<file path="config.mk">
export PLATFORM = sky130hd
export DESIGN_NAME = radial_ring_color_mapper_top
export DESIGN_NICKNAME = d
export VERILOG_FILES = /design/src/design/rrcm_pkg.sv /design/src/design/radial_ring_color_mapper_top.sv
export SDC_FILE = /design/constraint.sdc
export NUM_CORES = 1
export LEC_CHECK = 0
export BUFFER_PORTS_ARGS = -buffer_cell sky130_fd_sc_hd__buf_2
export CAP_MARGIN = 20
export CORE_AREA = 2 2 248 176
export DETAILED_ROUTE_END_ITERATION = 10
export DIE_AREA = 0 0 250 178
export SYNTH_ARGS = -nofsm -noshare
export SYNTH_HDL_FRONTEND = slang
export SYNTH_SLANG_ARGS = --single-unit
</file>
<file path="constraint.sdc">
create_clock -name clk -period 9.74 [get_ports clk]
set_input_delay 1.461 -clock clk [delete_from_list [all_inputs] [get_ports clk]]
set_output_delay 1.461 -clock clk [all_outputs]
set_load 0.005 [all_outputs]
</file>
<file path="src/design/rrcm_pkg.sv">
package rrcm_pkg;

  // input item: one led coordinate
  typedef struct packed {
    logic [7:0] pixel_x;
    logic [7:0] pixel_y;
  } in_item_t;

  // result item: grb colour bytes
  typedef struct packed {
    logic [7:0] green_byte;
    logic [7:0] red_byte;
    logic [7:0] blue_byte;
  } out_item_t;

  // configuration register indexes
  localparam logic [1:0] CFG_CENTER_X   = 2'd0;
  localparam logic [1:0] CFG_CENTER_Y   = 2'd1;
  localparam logic [1:0] CFG_BRIGHTNESS = 2'd2;
  localparam logic [1:0] CFG_RING_PHASE = 2'd3;

  // reset values of the configuration registers
  localparam logic [7:0] CENTER_X_RST   = 8'd112;
  localparam logic [7:0] CENTER_Y_RST   = 8'd32;
  localparam logic [6:0] BRIGHTNESS_RST = 7'd0;
  localparam logic [3:0] RING_PHASE_RST = 4'd0;

  localparam int RING_COUNT = 12;

  // squared distance thresholds between ring groups
  localparam logic [15:0] RING_LIMIT [RING_COUNT] = '{
    16'd400,   16'd1600,  16'd3600,  16'd6400,
    16'd10000, 16'd14400, 16'd19600, 16'd25600,
    16'd32800, 16'd40000, 16'd48400, 16'd57600
  };

  // hue mix factors, packed as {red, green, blue}
  typedef struct packed {
    logic [2:0] r;
    logic [2:0] g;
    logic [2:0] b;
  } hue_mix_t;

  localparam hue_mix_t HUE_MIX [RING_COUNT] = '{
    '{3'd4, 3'd0, 3'd0}, '{3'd3, 3'd1, 3'd0}, '{3'd2, 3'd2, 3'd0},
    '{3'd1, 3'd3, 3'd0}, '{3'd0, 3'd4, 3'd0}, '{3'd0, 3'd3, 3'd1},
    '{3'd0, 3'd2, 3'd2}, '{3'd0, 3'd1, 3'd3}, '{3'd0, 3'd0, 3'd4},
    '{3'd1, 3'd0, 3'd3}, '{3'd2, 3'd0, 3'd2}, '{3'd3, 3'd0, 3'd1}
  };

endpackage

</file>
<file path="src/design/radial_ring_color_mapper_top.sv">
// throughput: one item per cycle while out_stall is low, set by the four-stage pipeline with no shared unit
// stages: offsets, squares, ring group, colour index with channel mix
// reset (rst, synchronous, active high) empties all stages and loads the
// configuration registers with their reset values
module radial_ring_color_mapper_top (
  input  logic               clk,
  input  logic               rst,
  input  logic               in_valid,
  output logic               in_stall,
  input  rrcm_pkg::in_item_t  in_data,
  output logic               out_valid,
  input  logic               out_stall,
  output rrcm_pkg::out_item_t out_data,
  input  logic               cfg_we,
  input  logic [1:0]         cfg_index,
  input  logic [7:0]         cfg_data
);

  // configuration registers
  logic [7:0] center_x;
  logic [7:0] center_y;
  logic [6:0] brightness;
  logic [3:0] ring_phase;

  always_ff @(posedge clk) begin
    if (rst) begin
      center_x   <= rrcm_pkg::CENTER_X_RST;
      center_y   <= rrcm_pkg::CENTER_Y_RST;
      brightness <= rrcm_pkg::BRIGHTNESS_RST;
      ring_phase <= rrcm_pkg::RING_PHASE_RST;
    end else if (cfg_we) begin
      unique case (cfg_index)
        rrcm_pkg::CFG_CENTER_X:   center_x   <= cfg_data;
        rrcm_pkg::CFG_CENTER_Y:   center_y   <= cfg_data;
        rrcm_pkg::CFG_BRIGHTNESS: brightness <= cfg_data[6:0];
        rrcm_pkg::CFG_RING_PHASE: ring_phase <= cfg_data[3:0];
        default: ;
      endcase
    end
  end

  // stage valids and advance chain
  logic v1, v2, v3;
  logic adv1, adv2, adv3, adv4;

  assign adv4     = !out_valid || !out_stall;
  assign adv3     = !v3 || adv4;
  assign adv2     = !v2 || adv3;
  assign adv1     = !v1 || adv2;
  assign in_stall = !adv1;

  always_ff @(posedge clk) begin
    if (rst) begin
      v1        <= 1'b0;
      v2        <= 1'b0;
      v3        <= 1'b0;
      out_valid <= 1'b0;
    end else begin
      if (adv1) v1 <= in_valid;
      if (adv2) v2 <= v1;
      if (adv3) v3 <= v2;
      if (adv4) out_valid <= v3;
    end
  end

  // stage 1: signed offsets from the centre, vertical scaled by three
  logic signed [8:0]  diff_x_next;
  logic signed [8:0]  diff_y_next;
  logic signed [10:0] diff_y_ext;
  logic signed [10:0] dy_next;
  logic signed [8:0]  dx;
  logic signed [10:0] dy;

  assign diff_x_next = $signed({1'b0, in_data.pixel_x}) - $signed({1'b0, center_x});
  assign diff_y_next = $signed({1'b0, in_data.pixel_y}) - $signed({1'b0, center_y});
  assign diff_y_ext  = {{2{diff_y_next[8]}}, diff_y_next};
  assign dy_next     = (diff_y_ext <<< 1) + diff_y_ext;

  always_ff @(posedge clk) begin
    if (adv1) begin
      dx <= diff_x_next;
      dy <= dy_next;
    end
  end

  // stage 2: squares
  logic signed [17:0] sq_x_full;
  logic signed [21:0] sq_y_full;
  logic [16:0]        sq_x;
  logic [19:0]        sq_y;

  assign sq_x_full = dx * dx;
  assign sq_y_full = dy * dy;

  always_ff @(posedge clk) begin
    if (adv2) begin
      sq_x <= sq_x_full[16:0];
      sq_y <= sq_y_full[19:0];
    end
  end

  // stage 3: squared distance and ring group by threshold count
  logic [20:0] sq_dist;
  logic [3:0]  group_next;
  logic [3:0]  ring_group;

  assign sq_dist = {4'd0, sq_x} + {1'b0, sq_y};

  always_comb begin
    group_next = 4'd0;
    for (int i = 0; i < rrcm_pkg::RING_COUNT; i++) begin
      if (sq_dist >= {5'd0, rrcm_pkg::RING_LIMIT[i]}) group_next = group_next + 4'd1;
    end
  end

  always_ff @(posedge clk) begin
    if (adv3) ring_group <= group_next;
  end

  // stage 4: colour index modulo twelve, hue mix and byte packing
  logic [4:0]         idx_sum;
  logic [3:0]         color_idx;
  rrcm_pkg::hue_mix_t mix;
  logic [7:0]         lv;
  logic [9:0]         chan_r, chan_g, chan_b;
  rrcm_pkg::out_item_t out_next;

  assign idx_sum = {1'b0, ring_group} + {1'b0, ring_phase};

  always_comb begin
    if (idx_sum >= 5'd24)      color_idx = 4'(idx_sum - 5'd24);
    else if (idx_sum >= 5'd12) color_idx = 4'(idx_sum - 5'd12);
    else                       color_idx = idx_sum[3:0];
  end

  assign mix    = rrcm_pkg::HUE_MIX[color_idx];
  assign lv     = {brightness, 1'b0};
  assign chan_r = 10'({2'd0, lv} * {7'd0, mix.r});
  assign chan_g = 10'({2'd0, lv} * {7'd0, mix.g});
  assign chan_b = 10'({2'd0, lv} * {7'd0, mix.b});

  assign out_next.green_byte = chan_g[7:0] | {6'd0, chan_b[9:8]};
  assign out_next.red_byte   = chan_r[7:0] | {6'd0, chan_g[9:8]};
  assign out_next.blue_byte  = chan_b[7:0];

  always_ff @(posedge clk) begin
    if (adv4) out_data <= out_next;
  end

endmodule
</file>
==> out/results.txt <==
outcome = finished clean
GR Overflow Total = 0
Yosys cell types = 77
antenna violations before repair = 0
First-pass DRT Iterations = 5
Routability Congestion = 0.860
fin crit period = 8840 ps
Setup crit start kind = register
CTS max path bufs = 2
clock root buffer = clkbuf_16
CP Max Fanout = 10
Synth Warn # = 0
FP Rows = 63
Vias = 10100
Worst path max stage delay = 550 ps
PortBufs = 55
EDFF count, synth = 80
share of cells above drive strength 1 = 0.0625
Final Max Tran Viols = 0
met3 usage = 0.0312
CP bufs+invs = 1
IO Count = 57
post_cts resized = 0
FF-to-FF setup slack = 900 ps
Synth Flop Type = edfxtp_1
Detail Route Antenna Nets = 0
CP top delay family = compound AO/OA/AOI/OAI gates
post-DP HPWL = 24.9 mm
CP required = 9850 ps
final WL = 29.8 mm
initial core utilization = 0.347
Initial DRC Count = 456
TritonCTS clock tree = built
Global Route Usage Sum = 0.140
Mapped Avg Cell Area = 9.58 µm²
Tcrit/Tclk final = 0.907
Slew @ Worst Pin = 918 ps
drc violations = 0
die extent in x = 250 µm
Crit path arrival time = 8950 ps
clock sinks = 111
max_cap viols = 0
CTS buffer count = 9
Area Growth Syn to Fin = 7.54%
largest net degree at the start of global routing = 34
Crit. End Element = register
Post-CTS Hold Fix Bufs = 0
worst hold path type = register to register
die area = 0.0445 mm²
final hold vios = 0
Final Setup Violations = 0
Mapped Cells = 1524
core area = 0.0421 mm²
Vert. Die Dim = 178 µm
Layout Nets = 1905
Layout Skew = 17.1 ps
first-pass GRT wire length = 50.8 mm
#FFs+latches synth = 111
met1 GRT Util = 0.206
H-tree depth = 3
ANT cells = 0
max_slew headroom = 0.387
most frequent cell on the critical path = ha_1
via/cell ratio = 4.81
GRT Max-Usage Layer = met2
# Post-CTS Setup Buffers = 0
Post-Syn Nets = 1881
vias in the first global route = 10400
CP max stage cell = nor3_2
critical path class = register to register
RSZ-0062 raised after global routing = no
clk_lat worst skew = 380 ps
Clk pin slew, worst setup/hold paths = 80 ps
Post-Route Setup TNS = 0 ps
sequential area share after synthesis = 0.207
Fmax = 113 MHz
drt wl/cell = 14.2 µm
met2 Use GR = 0.213
mapped cell area = 0.0146 mm²
Post-synth ARST share = 0
[metrics by stage]
stage | std cells | setup slack [ps] | util | hold slack, ps | instance area (µm²)
2_1_floorplan | 1524 | 2120 | - | 429 | 14600
4_1_cts | 2105 | 971 | 0.373 | 475 | 15700
3_5_place_dp | 2089 | 1010 | 0.366 | 453 | 15400
6_report | 2105 | 901 | 0.373 | 470 | 15700
5_1_grt | 2105 | 57.1 | 0.373 | 504 | 15700
3_3_place_gp | 2089 | 1430 | 0.366 | 441 | 15400
[synth_stat cells, types with 24 or more instances]
master	instances	area, µm²
inv_1	270	1010
fa_1	172	3440
ha_1	154	1930
nand2_1	95	357
xnor2_1	88	771
edfxtp_1	80	2400
and2_1	79	494
a21oi_1	78	390
nor2_1	75	282
clkbuf_1	39	146
o21ai_0	35	175
a21o_1	34	255
dfxtp_1	31	621
nor3_1	28	140
xor2_1	28	245
mux2i_1	25	250
nand2b_1	24	150
[cells in the final DEF, fill, tap and decap left out, types with 4 or more instances in the layout]
cell type,synthesis,final
a211o_1,5,5
a211oi_1,10,10
a21boi_0,6,6
a21o_1,34,34
a21oi_1,78,78
a31oi_1,6,6
and2_1,79,79
and3_1,14,14
buf_2,2,55
buf_4,1,4
clkbuf_16,0,9
dfxtp_1,31,31
edfxtp_1,80,80
fa_1,172,172
ha_1,154,154
inv_1,270,270
mux2_2,5,5
mux2i_1,25,25
nand2_1,95,95
nand2b_1,24,24
nand3_1,7,7
nor2_1,75,75
nor2b_1,13,13
nor3_1,28,28
nor4_1,4,4
o21a_1,8,8
o21ai_0,35,35
o21bai_1,20,20
o31ai_1,6,6
or2_2,6,6
xnor2_1,88,88
xor2_1,28,28
[kinds of logic after synthesis]
family	synth area share
other	0.000257
DFF	0.207
xor gates and xnor gates	0.0785
muxes	0.0210
adders and majority gates	0.368
AOI/OAI and AO/OA	0.112
and+or+nand+nor	0.130
buffers and inverters	0.0835
[layout make-up]
class	instances	area (µm²)
clock buffers	9	225
fillers	4275	26400
inverters	271	1020
well taps	552	691
clock inverters	7	81.3
flip-flops and latches	111	3020
multi-input cells	1096	10400
repair buffers	59	305
[worst reg2reg max path: cells and delay by family, from the launching register on]
kind	cells	cell delay, ps
AO/OA/AOI/OAI	15	3820
XOR/XNOR	7	1270
adder cells (fa/ha/maj)	6	1730
buffers and inverters	1	50
flip-flops	1	370
AND/OR/NAND/NOR	5	1330
[path summary, 6_finish.rpt]
check,start,cells after the start,end
worst max-delay path,sq_x[5],34,ring_group[3]
worst min register to register,v3,2,out_valid
worst max register to register,sq_x[5],34,ring_group[3]
worst min-delay path,v3,2,out_valid
[metal layers]
layer / part of all wire / wire [µm]
met1: 0.53 / 15700
met2: 0.41 / 12200
met3: 0.052 / 1570
met4: 0.010 / 297
met5: 0 / 0
[registers in the layout, summed over array words and instances, names as in the netlist]
signal      flops
out_data       23
sq_y           18
sq_x           15
dy             11
dx              9
center_x        8
center_y        8
brightness      7
ring_group      4
ring_phase      4
out_valid       1
v1              1
v2              1
v3              1
Power is left out: the tool's default activity adds up to more than one toggle a clock period on the data nets, which glitch-free logic cannot reach.
